## config.mk

```make
export PLATFORM = sky130hd
export DESIGN_NAME = dual_protocol_serial_deframer
export DESIGN_NICKNAME = d
export VERILOG_FILES = /design/src/rtl/dpsd_pkg.sv /design/src/rtl/dpsd_tagger.sv /design/src/rtl/dual_protocol_serial_deframer.sv
export VERILOG_INCLUDE_DIRS = /design/src /design/src/rtl
export SDC_FILE = /design/constraint.sdc
export NUM_CORES = 1
export LEC_CHECK = 0
export BUFFER_PORTS_ARGS = -buffer_cell sky130_fd_sc_hd__buf_2
export CORE_MARGIN = 2
export CORE_UTILIZATION = 35
export CTS_BUF_LIST = sky130_fd_sc_hd__clkbuf_8
export DETAILED_ROUTE_END_ITERATION = 8
export PLACE_DENSITY = 0.53
export SLEW_MARGIN = 20
export SYNTH_ARGS = -nofsm -noshare
export SYNTH_HDL_FRONTEND = slang
export SYNTH_SLANG_ARGS = --single-unit
```

## constraint.sdc

```tcl
create_clock -name clk -period 2.7 [get_ports clk]
set_input_delay 0.54 -clock clk [delete_from_list [all_inputs] [get_ports clk]]
set_output_delay 0.54 -clock clk [all_outputs]
set_load 0.01 [all_outputs]
```

## src/rtl/dual_protocol_serial_deframer_macros.svh

```systemverilog
// ----------------------------------------------------------------------------
// Assertion macros for the serial deframer
// ----------------------------------------------------------------------------
`ifndef DUAL_PROTOCOL_SERIAL_DEFRAMER_MACROS_SVH
`define DUAL_PROTOCOL_SERIAL_DEFRAMER_MACROS_SVH

// same-cycle implication, disabled during reset
`define DPSD_ASSERT_NOW(label, clk, rst_n, ante, cons, msg) \
    label: assert property (@(posedge clk) disable iff (!rst_n) (ante) |-> (cons)) \
        else $error(msg);

// next-cycle implication, disabled during reset
`define DPSD_ASSERT_NEXT(label, clk, rst_n, ante, cons, msg) \
    label: assert property (@(posedge clk) disable iff (!rst_n) (ante) |=> (cons)) \
        else $error(msg);

`endif

```

## src/rtl/dpsd_pkg.sv

```systemverilog
// ----------------------------------------------------------------------------
// dpsd_pkg
// Types and constants shared by the serial deframer modules.
// ----------------------------------------------------------------------------
`default_nettype none

package dpsd_pkg;

    localparam logic [7:0] HDR_MAVLINK = 8'hFE;
    localparam logic [7:0] HDR_TELEM   = 8'h73;

    // bytes after the MAVLink length byte besides the payload: 4 header + 2 CRC
    localparam logic [8:0] MAV_FIXED_AFTER_LEN = 9'd6;

    localparam logic [1:0] KIND_NOISE   = 2'd0;
    localparam logic [1:0] KIND_MAVLINK = 2'd1;
    localparam logic [1:0] KIND_TELEM   = 2'd2;

    typedef enum logic [2:0] {
        PH_HUNT     = 3'd0,
        PH_LENGTH   = 3'd1,
        PH_MAV_BODY = 3'd2,
        PH_TEL_PAY  = 3'd3,
        PH_TEL_CRC  = 3'd4
    } phase_t;

    typedef struct packed {
        logic [1:0] kind;
        logic       first;
        logic       last;
        logic       good;
    } tag_t;

endpackage

`default_nettype wire

```

## src/rtl/dpsd_tagger.sv

```systemverilog
// ----------------------------------------------------------------------------
// dpsd_tagger
// Frame tracking state machine: tags each accepted byte and advances state.
// ----------------------------------------------------------------------------
`default_nettype none
`include "dual_protocol_serial_deframer_macros.svh"

module dpsd_tagger (
    input  wire logic          clk,
    input  wire logic          rst_n,
    input  wire logic          step,
    input  wire logic [7:0]    rx_byte,
    output dpsd_pkg::tag_t     tag
);
    import dpsd_pkg::*;

    phase_t     phase_reg, phase_next;
    logic [1:0] kind_reg, kind_next;
    logic [8:0] bytes_left_reg, bytes_left_next;
    logic [7:0] payload_left_reg, payload_left_next;
    logic [7:0] sum_reg, sum_next;

    logic [8:0] bytes_dec;
    logic [7:0] payload_dec;

    assign bytes_dec   = bytes_left_reg - 9'd1;
    assign payload_dec = payload_left_reg - 8'd1;

    // next state
    always_comb
    begin
        phase_next        = phase_reg;
        kind_next         = kind_reg;
        bytes_left_next   = bytes_left_reg;
        payload_left_next = payload_left_reg;
        sum_next          = sum_reg;
        case (phase_reg)
            PH_LENGTH:
            begin
                if (kind_reg == KIND_MAVLINK)
                begin
                    bytes_left_next = {1'b0, rx_byte} + MAV_FIXED_AFTER_LEN;
                    phase_next      = PH_MAV_BODY;
                end
                else
                begin
                    payload_left_next = rx_byte;
                    sum_next          = 8'd0;
                    phase_next        = (rx_byte == 8'd0) ? PH_TEL_CRC : PH_TEL_PAY;
                end
            end
            PH_MAV_BODY:
            begin
                bytes_left_next = bytes_dec;
                if (bytes_dec == 9'd0)
                begin
                    phase_next = PH_HUNT;
                    kind_next  = KIND_NOISE;
                end
            end
            PH_TEL_PAY:
            begin
                sum_next          = sum_reg + rx_byte;
                payload_left_next = payload_dec;
                if (payload_dec == 8'd0)
                    phase_next = PH_TEL_CRC;
            end
            PH_TEL_CRC:
            begin
                phase_next = PH_HUNT;
                kind_next  = KIND_NOISE;
            end
            default:
            begin
                // hunting; unused codes behave the same
                phase_next = PH_HUNT;
                if (rx_byte == HDR_MAVLINK)
                begin
                    kind_next  = KIND_MAVLINK;
                    phase_next = PH_LENGTH;
                end
                else if (rx_byte == HDR_TELEM)
                begin
                    kind_next  = KIND_TELEM;
                    phase_next = PH_LENGTH;
                end
            end
        endcase
    end

    // outputs
    always_comb
    begin
        tag = '0;
        case (phase_reg)
            PH_LENGTH:
                tag.kind = kind_reg;
            PH_MAV_BODY:
            begin
                tag.kind = KIND_MAVLINK;
                if (bytes_dec == 9'd0)
                begin
                    tag.last = 1'b1;
                    tag.good = 1'b1;
                end
            end
            PH_TEL_PAY:
                tag.kind = KIND_TELEM;
            PH_TEL_CRC:
            begin
                tag.kind = KIND_TELEM;
                tag.last = 1'b1;
                tag.good = (rx_byte == sum_reg);
            end
            default:
            begin
                if (rx_byte == HDR_MAVLINK)
                begin
                    tag.kind  = KIND_MAVLINK;
                    tag.first = 1'b1;
                end
                else if (rx_byte == HDR_TELEM)
                begin
                    tag.kind  = KIND_TELEM;
                    tag.first = 1'b1;
                end
            end
        endcase
    end

    always_ff @(posedge clk or negedge rst_n)
    begin
        if (!rst_n)
        begin
            phase_reg        <= PH_HUNT;
            kind_reg         <= KIND_NOISE;
            bytes_left_reg   <= '0;
            payload_left_reg <= '0;
            sum_reg          <= '0;
        end
        else if (step)
        begin
            phase_reg        <= phase_next;
            kind_reg         <= kind_next;
            bytes_left_reg   <= bytes_left_next;
            payload_left_reg <= payload_left_next;
            sum_reg          <= sum_next;
        end
    end

    `DPSD_ASSERT_NEXT(a_first_to_length, clk, rst_n, step && tag.first, phase_reg == PH_LENGTH && kind_reg != KIND_NOISE, "header byte did not enter length phase")
    `DPSD_ASSERT_NEXT(a_last_to_hunt, clk, rst_n, step && tag.last, phase_reg == PH_HUNT && kind_reg == KIND_NOISE, "frame end did not return to hunting")
    `DPSD_ASSERT_NOW(a_good_on_last, clk, rst_n, tag.good, tag.last && tag.kind != KIND_NOISE, "good flag away from a frame end")

endmodule

`default_nettype wire

```

## src/rtl/dual_protocol_serial_deframer.sv

```systemverilog
// ----------------------------------------------------------------------------
// dual_protocol_serial_deframer
// Tags a serial byte stream as noise, MAVLink v1 frames or telemetry frames.
// ----------------------------------------------------------------------------
// Usage:
//   Input channel (in_valid / in_stall / rx_byte) takes one received byte per
//   transaction. Output channel (out_valid / out_stall) returns the same byte
//   with frame_kind, frame_first, frame_last and frame_good, one result per
//   input byte, in order.
//   The result is registered: a byte accepted at a clock edge is loaded into
//   the output register at that edge. Throughput is one byte per cycle while
//   the receiver does not stall; the tag logic is a single pass through the
//   frame state machine, with the result held in one output register.
//   When the receiver stalls, the output register holds its transaction and
//   in_stall rises only while that register is full and stalled; a new byte
//   is taken in the same cycle the held one leaves.
//   Reset clears the output valid flag and puts the frame tracker in the
//   hunting state with a zero checksum.
// ----------------------------------------------------------------------------
`default_nettype none

module dual_protocol_serial_deframer (
    input  wire logic       clk,
    input  wire logic       rst_n,
    input  wire logic       in_valid,
    output logic            in_stall,
    input  wire logic [7:0] rx_byte,
    output logic            out_valid,
    input  wire logic       out_stall,
    output logic [7:0]      data_byte,
    output logic [1:0]      frame_kind,
    output logic            frame_first,
    output logic            frame_last,
    output logic            frame_good
);
    import dpsd_pkg::*;

    logic       accept;
    tag_t       tag;
    logic       valid_reg;
    logic [7:0] byte_reg;
    tag_t       tag_reg;

    assign in_stall = valid_reg && out_stall;
    assign accept   = in_valid && !in_stall;

    dpsd_tagger u_tagger (
        .clk     (clk),
        .rst_n   (rst_n),
        .step    (accept),
        .rx_byte (rx_byte),
        .tag     (tag)
    );

    always_ff @(posedge clk or negedge rst_n)
    begin
        if (!rst_n)
            valid_reg <= 1'b0;
        else if (!in_stall)
            valid_reg <= in_valid;
    end

    always_ff @(posedge clk)
    begin
        if (accept)
        begin
            byte_reg <= rx_byte;
            tag_reg  <= tag;
        end
    end

    assign out_valid   = valid_reg;
    assign data_byte   = byte_reg;
    assign frame_kind  = tag_reg.kind;
    assign frame_first = tag_reg.first;
    assign frame_last  = tag_reg.last;
    assign frame_good  = tag_reg.good;

endmodule

`default_nettype wire

```

Yosys cells after proc, flatten, opt, wreduce, memory -nomap -nowiden. Cells that the tools add are included.

Bits in read-only memories: 0. Output and inout port bits: 15. Memories: 0. Register bits after elaboration: 44. Input bits: 12. Bits in writable memories: 0. Bits in latches: 0.

Magnitude comparators: 0. Add/sub/neg operators: 4. Shift operators: 0. Equality and inequality tests: 12. Bitwise logic cells: 1. Multipliers: 0. Reductions and logical operators: 16. Muxes and demuxes: 22. Div/mod/pow operators: 0.

Operators by type and width (count): one-hot mux 8 bit (2 select lines) (2); two-way mux 3 bit (7); one-hot mux 9 bit (2 select lines) (1); logical NOT 8 bit (2); two-way mux 8 bit (2); one-hot mux 2 bit (3 select lines) (2); one-hot mux 3 bit (4 select lines) (1); adder 8 x 3 -> 9 bit, second input constant (1); logical NOT 9 bit (1); two-way mux 9 bit (1); AND reduction 3 bit (3); subtractor 9 x 1 -> 9 bit, second input constant (1); adder 8 bit (1); == test 8 x 7 -> 1 bit, second input constant (1); == test 8 bit (1); == test 8 bit, second input constant (1); two-way mux 2 bit (4); subtractor 8 x 1 -> 8 bit, second input constant (1); == test 3 x 2 -> 1 bit, second input constant (2); inequality test 2 x 1 -> 1 bit, second input constant (3); one-hot mux 2 bit (2 select lines) (1); AND reduction 4 bit (1); nonzero test 2 bit (2); nonzero test 4 bit (1); 10 further kinds (12).

Logic depth before layout (Yosys ltp). Gate-level depths: netlist (run 1).

Word-level depth: 4. Depth in mapped cells: 8. Mapped depth without buffers: 8.

Modules after synthesis. Synthesis (run 1) repeated with hierarchy kept, for this count alone.

Cells, all modules: 314. Area total of the unflattened synthesis: 2877.8 µm².

By module, submodules not included: dpsd_tagger (area each 2437.3 µm², times used 1, seq. area each 750.7 µm², cells an instance 297); dual_protocol_serial_deframer (area each 440.4 µm², times used 1, seq. area each 415.4 µm², cells an instance 17).

Worst setup path before layout (run 1). Ideal clock, no wire load.

Path type: register to register. From: register u_tagger.bytes_left_reg[0]. To: register tag_reg (netlist bit frame_good) (data pin). Stages on the path, launching flop included: 9. Required time: 2.554 ns. Path buffers: 0. Data arrival time: 2.346 ns. Library setup time: 0.146 ns. Setup slack: 0.207 ns. Cell sequence: dfrtp_1 -> inv_1 -> ha_1 -> or3b_1 -> or3_1 -> xnor2_1 -> a311o_1 -> or3b_1 -> a21oi_1.

RTL lines: start, declared (RTL line dpsd_tagger.sv:19) `logic [8:0] bytes_left_reg, bytes_left_next;`; start signal, assigned (RTL line dpsd_tagger.sv:145) `bytes_left_reg <= bytes_left_next;`; end signal, assigned (RTL line dual_protocol_serial_deframer.sv:68) `tag_reg <= tag;`; end, declared (RTL line dual_protocol_serial_deframer.sv:42) `tag_t tag_reg;`.

==> results of run 1 <==
metrics by stage:
step	setup slack, ns	hold WS [ns]
2_1_floorplan	0.2075	0.2444
3_3_place_gp	0.1503	0.4778
3_5_place_dp	0.08571	0.4873
4_1_cts	0.05295	0.3291
5_1_grt	0.02219	0.3645
6_report	0.1184	0.2971
metal layers:
layer	share of wire	global-route usage	routed length [um]
met1	0.52	0.2418	3431
met5	0	0	0
met3	0.030	0.03205	194
met4	0.0081	0.04602	53
met2	0.44	0.2347	2857
what timing repair did:
action,4_1_cts,5_1_grt
endpoints found under the setup margin,0,2
hold buffers,0,0
hold endpoints to repair,0,0
gates resized for setup,0,5
synth_stat cells (3+ instances only):
cell type	n	share of area
a21oi_1	28	0.052
dfrtp_1	31	0.29
xor2_1	6	0.019
o211ai_1	4	0.011
a22o_1	8	0.026
edfxtp_1	13	0.14
nand3_1	8	0.015
clkbuf_1	13	0.018
nand2b_1	5	0.012
nor2_1	26	0.036
a22oi_1	3	0.0083
nor3_1	9	0.017
or3_1	4	0.0093
nor3b_1	4	0.011
a221oi_1	3	0.0097
nor4_1	7	0.016
xnor2_1	12	0.039
nand2_1	28	0.039
nand4_1	3	0.0069
ha_1	12	0.056
o22ai_1	5	0.012
o21ai_0	24	0.044
inv_1	16	0.022
worst register-to-register path: stages, from the launching register on:
cell     delay [ns]
dfrtp_1        0.41
inv_1          0.14
ha_4           0.17
or3b_1         0.36
or3_4          0.36
xnor2_1        0.14
a311o_1        0.31
or3b_1         0.38
a21oi_1        0.16
kinds of logic (layout without fill, tap and decap cells):
family	count (synthesis)	in the layout
and+or+nand+nor	106	106
buffers and inverters	29	60
adders and majority gates	13	13
DFF	44	44
AOI/OAI and AO/OA	90	90
xor gates and xnor gates	18	18
cell type report:
type / count / area, um2
clock buffer: 6 / 82.58
clock inverter: 2 / 10.01
fill: 797 / 4502
inverter: 16 / 60.06
multi-input combinational: 227 / 1454
sequential: 44 / 1166
tap: 102 / 127.6
timing repair buffer: 36 / 205.2
worst max-delay path by stage:
stage | to | slack (ns)
floorplan | frame_good$_DFFE_PP_ | 0.21
global placement | frame_last$_DFFE_PP_ | 0.15
detailed placement | frame_last$_DFFE_PP_ | 0.09
CTS | frame_good$_DFFE_PP_ | 0.05
global route | frame_good$_DFFE_PP_ | 0.02
finish | frame_last$_DFFE_PP_ | 0.12
report_power, final:
group | internal (W) | switching, W | leakage (nW)
Clock | 0.000205 | 0.000243 | 0.0510
Sequential | 0.000918 | 0.000238 | 0.500
Combinational | 0.000678 | 0.000847 | 0.700
==> metrics.md, run 1 <==
| Metric | Value |
|---|---|
| Via density | 5.196 |
| Largest family of logic cells by synthesized area | compound AO/OA/AOI/OAI gates |
| Worst setup SP type | register |
| Post-route DRC | 0 |
| Synth Area in Adders | 0.06293 |
| R2r startpoint | u_tagger.bytes_left_reg[1]$_DFFE_PN0P_ |
| Status | completed |
| CTS Sinks | 44 |
| Peak VDD IR | 0.3999 mV |
| Dpl cell area | 0.002993 mm2 |
| Detailed Place HPWL | 4554 um |
| Num ports | 27 |
| Post-route ant nets | 0 |
| CTS max path bufs | 2 |
| Simple-gate share of the synthesized area | 0.1981 |
| Cells after DPL | 425 |
| Sequential cell area fraction in the yosys report | 0.4313 |
| Yosys cell types | 45 |
| Power Dens Cells | 1008 mW/mm2 |
| Most frequent cells in the layout | dfrtp_1 (31), a21oi_1 (28), nand2_1 (28) |
| CP Depth | 8 |
| 1st-pass router iterations | 5 |
| Worst flop-to-flop path endpoint | frame_last$_DFFE_PP_ |
| Routed length per instance | 15.09 um |
| Initial DRC Count | 120 |
| Tmin final | 2.582 ns |
| Largest net degree at the start of global routing | 32 |
| Inserted Diodes | 0 |
| Synth Area in XOR/XNOR | 0.05831 |
| Starting Density | 0.3554 |
| Layout Nets | 355 |
| Clock edge transition at the registers on the reported setup and hold paths | 0.10 ns |
| DIE AREA | 0.008445 mm2 |
| Finished Cell Area | 0.003105 mm2 |
| Clk root buf | clkbuf_8 |
| Relative slew slack | 0.5015 |
| Crit path DAT | 2.72 ns |
| GP Congestion | 0.8034 |
| Most used DFF post-synth | dfrtp_1 |
| Cells after synthesis | 300 |
| Clock Latency Late Sink | 0.31 ns |
| Delay-heaviest family, CP | simple AND/OR/NAND/NOR gates |
| Mapped Nets | 325 |
| Most used cell, CP | or3b_1 |
| H-tree depth | 2 |
| RSZ-0062 raised after global routing | no |
| HP Class | in2async |
| Post-layout util | 0.4082 |
| Antenna violations before repair | 0 |
| P&R area growth vs syn | 14.85% |
| Max reg flops | 9 |
| Overall routed net length | 6536 um |
| Worst setup path start | u_tagger.bytes_left_reg[1]$_DFFE_PN0P_ |
| R2R depth | 8 |
| Synth Register Bits | 44 |
| Most common cell after layout, fill and taps aside | dfrtp_1 |
| Total gr overflow | 0 |
| Setup bufs post-CTS | 0 |
| Worst path bufs/invs | 1 |
| Core area | 0.007607 mm2 |
| R2r setup slk | 0.12 ns |
| Share of cells above drive strength 1 | 0.1571 |
| Worst clock skew | 0.01388 ns |
| EDFF count, synth | 13 |
| Fraction of the cycle the final worst path needs | 0.9561 |
| Vias | 2,250 |
| Fin cells | 433 |
| CTS Buf Count | 5 |
| Ys Warns | 0 |
| Vias in the first global route | 2,093 |
| Worst slew pin tran | 0.7478 ns |
| Final Hold Viols | 0 |
| Port Buffers | 26 |
| CP max-delay cell | dfrtp_1 |
| CP max FO | 4 |
| Pwr Total | 0.003129 W |
| TNS Setup | 0 ns |
| Synth async-reset ratio | 0.7045 |
| FMAX | 387.4 MHz |
| Avg Cell Area, Syn | 9.013 um2 |
| Synthesized area | 0.002704 mm2 |
| Max-cap violations | 0 |
| TritonCTS clock tree | built |
| Die X | 91.90 um |
| Crit path cell chain | inv_1 -> ha_4 -> or3b_1 -> or3_4 -> xnor2_1 -> a311o_1 -> or3b_1 -> a21oi_1 |
| Post-synthesis mux area share | 0 |
| Compound-gate portion of the synthesized area | 0.2092 |
| FP Rows | 32 |
| Total track usage | 0.1611 |
| Die Height | 91.90 um |
| Final Max Tran Viols | 0 |
| First-pass GRT wire length | 10,750 um |
| Final setup viols | 0 |
| WS Path Type | reg2reg |
| Critical Path Max Stage Delay | 0.41 ns |
| LEAKAGE | 1.251 nW |
| CP Data Required Time | 2.84 ns |
| Critical path endpoint category | register |
Power figures use the tool's default switching activity.
==> inputs of run 2 (changes only) <==
--- a/config.mk
+++ b/config.mk
@@ -6,6 +6,7 @@
 export SDC_FILE = /design/constraint.sdc
 export NUM_CORES = 1
 export LEC_CHECK = 0
+export ABC_AREA = 1
 export BUFFER_PORTS_ARGS = -buffer_cell sky130_fd_sc_hd__buf_2
 export CORE_MARGIN = 2
 export CORE_UTILIZATION = 35
==> metrics.md, run 2 <==
| Metric | Value |
|---|---|
| Multi-input logic area | 0.001419 mm2 |
| Avg Cell Area, Syn | 7.910 um2 |
| Critical path endpoint category | register |
| Inserted Diodes | 0 |
| Largest net degree at the start of global routing | 32 |
| Worst clock skew | 0.004524 ns |
| CP max FO | 7 |
| TritonCTS clock tree | built |
| LEAKAGE | 1.600 nW |
| Post-route DRC | 0 |
| Max-cap violations | 0 |
| FMAX | 505.7 MHz |
| Largest cells by area after synthesis | dfrtp_1 (27%), edfxtp_1 (14%), nand2_1 (12%) |
| CTS max path bufs | 2 |
| WS Path Type | in2reg |
| Total gr overflow | 0 |
| Cell taking the most area after synthesis | dfrtp_1 |
| Final hold slack | 0.2846 ns |
| Clock Latency Late Sink | 0.31 ns |
| Post-layout util | 0.4080 |
| Finished Cell Area | 0.003169 mm2 |
| Starting Density | 0.3636 |
| Setup bufs post-CTS | 0 |
| Yosys cell types | 40 |
| Most frequent cells in the layout | nand2_1 (87), inv_1 (48), dfrtp_1 (31) |
| Clock edge transition at the registers on the reported setup and hold paths | 0.09 ns |
| CTS Buf Count | 5 |
| EDFF count, synth | 13 |
| Final Max Tran Viols | 0 |
| Share of cells above drive strength 1 | 0.1804 |
| HP Class | in2async |
| First-pass GRT wire length | 11,440 um |
| H-tree depth | 2 |
| Vias in the first global route | 2,436 |
| Worst setup SP type | primary input |
| GP Congestion | 0.8436 |
| Most used DFF post-synth | dfrtp_1 |
| Final Hold Viols | 0 |
| Register Area | 0.001166 mm2 |
| Most common cell after layout, fill and taps aside | nand2_1 |
| Synth Register Bits | 44 |
| Routed length per instance | 13.83 um |
| Die Height | 93.83 um |
| Detailed Place HPWL | 5074 um |
| Total track usage | 0.1647 |
| Ys Warns | 0 |
| Worst flop-to-flop path endpoint | u_tagger.sum_reg[6]$_DFFE_PN0P_ |
| Status | completed |
| Antenna violations before repair | 0 |
| Worst slew pin tran | 0.7450 ns |
| RSZ-0062 raised after global routing | no |
| Vias | 2,419 |
| DIE AREA | 0.008803 mm2 |
| Dpl cell area | 0.003062 mm2 |
| Mapped Nets | 382 |
| Peak VDD IR | 0.4354 mV |
| Crit path DAT | 2.18 ns |
| Via density | 4.937 |
| Num ports | 27 |
| Fraction of the cycle the final worst path needs | 0.7324 |
| Sequential cell area fraction in the yosys report | 0.4129 |
| Initial DRC Count | 110 |
| TNS Setup | 0 ns |
| Cells after synthesis | 357 |
| Port Buffers | 26 |
| Max reg flops | 9 |
| CTS Sinks | 44 |
| Tmin final | 1.977 ns |
| Final setup viols | 0 |
| Synthesized area | 0.002824 mm2 |
| Core area | 0.007767 mm2 |
| Relative slew slack | 0.5033 |
| Die X | 93.83 um |
| Yosys top cell area share | 0.2747 |
| Power Dens Cells | 770.0 mW/mm2 |
| Post-route ant nets | 0 |
| Layout fillers | 840 |
| 1st-pass router iterations | 4 |
| Resize count post-CTS | 0 |
| R2R depth | 12 |
| Layout Nets | 412 |
| Hold_buf cts | 0 |
| Synth async-reset ratio | 0.7045 |
| P&R area growth vs syn | 12.23% |
| Synth top cells by count | nand2_1 (87), inv_1 (47), dfrtp_1 (31) |
| Clk root buf | clkbuf_8 |
| FP Rows | 32 |
| R2r setup slk | 0.73 ns |
| Top-count cell post-synth | nand2_1 |
| R2r startpoint | u_tagger.sum_reg[0]$_DFFE_PN0P_ |
| CP Data Required Time | 2.90 ns |
| Overall routed net length | 6778 um |
run 2: cell types whose count changed after synthesis, sizes merged, moves of 5 or more:
| cell | previous run | this run |
|---|---|---|
| o21ai | 24 | 35 |
| clkbuf | 13 | 1 |
| nand2b | 5 | 0 |
| nand3 | 8 | 19 |
| a22o | 8 | 1 |
| nor4 | 7 | 0 |
| inv | 16 | 55 |
| nand4 | 3 | 9 |
| nand2 | 28 | 98 |
| xnor2 | 12 | 2 |
| a21oi | 28 | 19 |
run 2: cell type report:
type                            count  area share
Clock buffer                        5     0.02171
Clock inverter                      3     0.01224
Inverter                           56     0.06672
Multi-Input combinational cell    253      0.4477
Sequential cell                    44      0.3679
Tap cell                          102     0.04027
Timing Repair Buffer               27     0.04343
run 2: critical path, cell delays in order:
cell and delay, ns:
buf_2 0.14, ha_1 0.23, fa_1 0.39, nand2_1 0.08, inv_1 0.04, o21ai_0 0.20, nand2_1 0.07, nand2_1 0.08
nand2_1 0.06, a21oi_1 0.16, nand2_1 0.07, nand2_1 0.05, o21ai_0 0.06
run 2: how the worst max path moves through the flow:
| stage | startpoint | to | depth (start not counted) | slack [ns] |
|---|---|---|---|---|
| global placement | rx_byte[0] | u_tagger.sum_reg[6]$_DFFE_PN0P_ | 13 | 0.43 |
| CTS | rx_byte[0] | u_tagger.sum_reg[6]$_DFFE_PN0P_ | 13 | 0.73 |
| global route | rx_byte[0] | u_tagger.sum_reg[6]$_DFFE_PN0P_ | 13 | 0.51 |
| detailed placement | rx_byte[0] | u_tagger.sum_reg[6]$_DFFE_PN0P_ | 13 | 0.40 |
| floorplan | rx_byte[0] | u_tagger.sum_reg[6]$_DFFE_PN0P_ | 12 | 0.69 |
| finish | rx_byte[0] | u_tagger.sum_reg[6]$_DFFE_PN0P_ | 13 | 0.72 |
run 2: layer usage:
| metal | vias up | global-route usage | part of all wire |
|---|---|---|---|
| met2 | 42 | 0.2679 | 0.46 |
| met5 | - | 0 | 0 |
| met3 | 5 | 0.02729 | 0.033 |
| met4 | 0 | 0.04469 | 0.0065 |
| li1 | 1239 | - | - |
| met1 | 1133 | 0.2270 | 0.50 |
run 2: cells by family after synthesis:
family,after synthesis,share of synthesized area
AND/OR/NAND/NOR,162,0.2796
AO/OA/AOI/OAI,72,0.1440
buffers and inverters,60,0.08462
flip-flops,44,0.4129
adder cells (fa/ha/maj),13,0.06026
XOR/XNOR,6,0.01861
run 2: through the flow:
stage,total power [W],worst slack [ns],instances
floorplan,0.001701,0.6917,357
global placement,0.001921,0.4316,482
detailed placement,0.001934,0.3996,482
CTS,0.002459,0.7288,490
global route,0.002644,0.5084,490
finish,0.002440,0.7226,490
run 2: where the power goes:
| part | switching, W | internal (W) | total, W |
|---|---|---|---|
| sequential | 0.000144 | 0.000857 | 0.00100 |
| clock | 0.000251 | 0.000271 | 0.000522 |
| combinational | 0.000614 | 0.000303 | 0.000917 |
| total | 0.00101 | 0.00143 | 0.00244 |
==> inputs of run 3 (changes only) <==
--- a/config.mk
+++ b/config.mk
@@ -12,7 +12,7 @@
 export CORE_UTILIZATION = 35
 export CTS_BUF_LIST = sky130_fd_sc_hd__clkbuf_8
 export DETAILED_ROUTE_END_ITERATION = 8
-export PLACE_DENSITY = 0.53
+export PLACE_DENSITY = 0.55
 export SLEW_MARGIN = 20
 export SYNTH_ARGS = -nofsm -noshare
 export SYNTH_HDL_FRONTEND = slang
==> constraint.sdc (replaced) <==
create_clock -name clk -period 1.7 [get_ports clk]
set_input_delay 0.34 -clock clk [delete_from_list [all_inputs] [get_ports clk]]
set_output_delay 0.34 -clock clk [all_outputs]
set_load 0.01 [all_outputs]
==> metrics.md, run 3 (synthesized netlist as in run 2, its figures left out) <==
| Metric | Value |
|---|---|
| Vias in the first global route | 2,445 |
| Max reg flops | 9 |
| CP max FO | 2 |
| Met1 Use GR | 0.2420 |
| Worst setup path start | u_tagger.sum_reg[0]$_DFFE_PN0P_ |
| Post-route DRC | 0 |
| Final Hold Viols | 0 |
| Peak VDD IR | 0.4533 mV |
| Clk root buf | clkbuf_8 |
| Core area | 0.007767 mm2 |
| H-tree depth | 2 |
| Int Pwr | 0.002332 W |
| WS Path Type | reg2reg |
| CP Capture Point | u_tagger.sum_reg[6]$_DFFE_PN0P_ |
| Worst flop-to-flop path endpoint | u_tagger.sum_reg[6]$_DFFE_PN0P_ |
| Met2 usage | 0.2690 |
| Relative slew slack | 0.7109 |
| Final setup viols | 4 |
| RSZ-0062 raised after global routing | yes |
| FMAX | 559.9 MHz |
| Num ports | 27 |
| Max-cap violations | 0 |
| Total track usage | 0.1711 |
| Worst clock skew | 0.005965 ns |
| Tmin final | 1.786 ns |
| First-pass GRT wire length | 11,770 um |
| TNS Setup | -0.1357 ns |
| CP Data Required Time | 1.90 ns |
| Initial DRC Count | 115 |
| Power Dens Cells | 1144 mW/mm2 |
| Combinational Power Share | 0.445 |
| Layout Nets | 446 |
| Port Buffers | 26 |
| Final worst slack | -0.08597 ns |
| CTS Buf Count | 5 |
| Starting Density | 0.3636 |
| Vias | 2,595 |
| HP Class | in2async |
| Inserted Diodes | 0 |
| FP Rows | 32 |
| Hold_buf cts | 0 |
| Largest net degree at the start of global routing | 32 |
| Post-route ant nets | 0 |
| Layout fillers | 808 |
| Antenna violations before repair | 0 |
| Gr busiest metal | met2 |
| Critical path endpoint category | register |
| Most frequent cells in the layout | nand2_1 (82), inv_1 (45), buf_4 (34) |
| Most common cell after layout, fill and taps aside | nand2_1 |
| Die X | 93.83 um |
| Via density | 4.952 |
| LEAKAGE | 1.771 nW |
| Final Max Tran Viols | 0 |
| Die Height | 93.83 um |
| Detailed Place HPWL | 5272 um |
| R2r startpoint | u_tagger.sum_reg[0]$_DFFE_PN0P_ |
| Switching power | 0.001716 W |
| Routed length per instance | 13.27 um |
| CTS max path bufs | 2 |
| Fraction of the cycle the final worst path needs | 1.051 |
| Crit path DAT | 1.98 ns |
| Clock Latency Late Sink | 0.30 ns |
| Worst slew pin tran | 0.4336 ns |
| R2R depth | 12 |
| CTS Sinks | 44 |
| Pwr Total | 0.004048 W |
| Clock share of power | 0.158 |
| Worst setup SP type | register |
| Overall routed net length | 6953 um |
| GP Congestion | 0.8977 |
| TritonCTS clock tree | built |
| 1st-pass router iterations | 4 |
| Failing checks | setup timing |
| Status | finished with violations |
| Clock edge transition at the registers on the reported setup and hold paths | 0.08 ns |
| Switching Share | 0.4240 |
| DIE AREA | 0.008803 mm2 |
| Power share of the sequential group | 0.397 |
| M3 GR Usage | 0.03772 |
| P&R area growth vs syn | 25.34% |
| Share of cells above drive strength 1 | 0.2986 |
| R2r setup slk | -0.09 ns |
| Total gr overflow | 0 |
run 3: cell types whose count changed in the layout (fill, tap and decap cells not counted), sizes merged:
cell / before / now
inv: 56 / 57
buf: 27 / 61
bufinv: 1 / 0
run 3: what timing repair did:
item	in CTS	in global routing
endpoints found under the setup margin	7	18
buffers inserted	2	3
pin swaps	8	8
gates resized for setup	9	25
run 3: power by group through the flow:
stage | combinational (W) | sequential, W | clock, W
floorplan | 0.00113 | 0.00157 | 0
global placement | 0.00161 | 0.00160 | 0
detailed placement | 0.00163 | 0.00160 | 0
CTS | 0.00170 | 0.00158 | 0.000657
global route | 0.00205 | 0.00164 | 0.000707
finish | 0.00180 | 0.00161 | 0.000641
run 3: metal layers:
metal / vias to the layer above / wire, um
met5: - / 0
met4: 0 / 40
met3: 2 / 227
met2: 40 / 3216
met1: 1238 / 3468
li1: 1315 / -
run 3: worst min-delay path by stage:
stage,endpoint,startpoint,cells after the start,slack [ns]
floorplan,out_valid$_DFFE_PN0N_,rst_n,0,0.04
global placement,u_tagger.bytes_left_reg[4]$_DFFE_PN0P_,rst_n,2,0.40
detailed placement,u_tagger.bytes_left_reg[5]$_DFFE_PN0P_,rst_n,2,0.41
CTS,u_tagger.bytes_left_reg[5]$_DFFE_PN0P_,rst_n,2,0.08
global route,u_tagger.bytes_left_reg[7]$_DFFE_PN0P_,rst_n,2,0.1
finish,u_tagger.bytes_left_reg[7]$_DFFE_PN0P_,rst_n,2,0.06
run 3: area by class of cell:
type | instances | area (um2) | area share
Multi-Input combinational cell | 253 | 1550 | 0.4380
Sequential cell | 44 | 1167 | 0.3298
Inverter | 56 | 217.7 | 0.06151
Clock inverter | 3 | 11.26 | 0.003181
Timing Repair Buffer | 61 | 396.6 | 0.1121
Tap cell | 102 | 127.6 | 0.03606
Clock buffer | 5 | 68.82 | 0.01944
run 3: worst max-delay path: stages, from the launching register on:
cell,delay [ns]
dfrtp_1,0.39
ha_2,0.19
fa_2,0.34
nand2_2,0.08
inv_2,0.04
o21ai_2,0.12
nand2_1,0.08
nand2_1,0.08
nand2_1,0.07
a21oi_2,0.13
nand2_1,0.06
nand2_1,0.06
o21ai_1,0.05
run 3: per-stage QoR:
step / instances / utilization / hold slack, ns / cell area (um2) / setup WS, ns
floorplan: 357 / - / 0.04441 / 2833 / 0.001034
global placement: 512 / 0.4243 / 0.3996 / 3296 / -0.1749
detailed placement: 512 / 0.4243 / 0.4095 / 3296 / -0.2079
CTS: 522 / 0.4407 / 0.08208 / 3423 / -0.08016
global route: 524 / 0.4557 / 0.09693 / 3540 / -0.2277
finish: 524 / 0.4557 / 0.06096 / 3540 / -0.08597
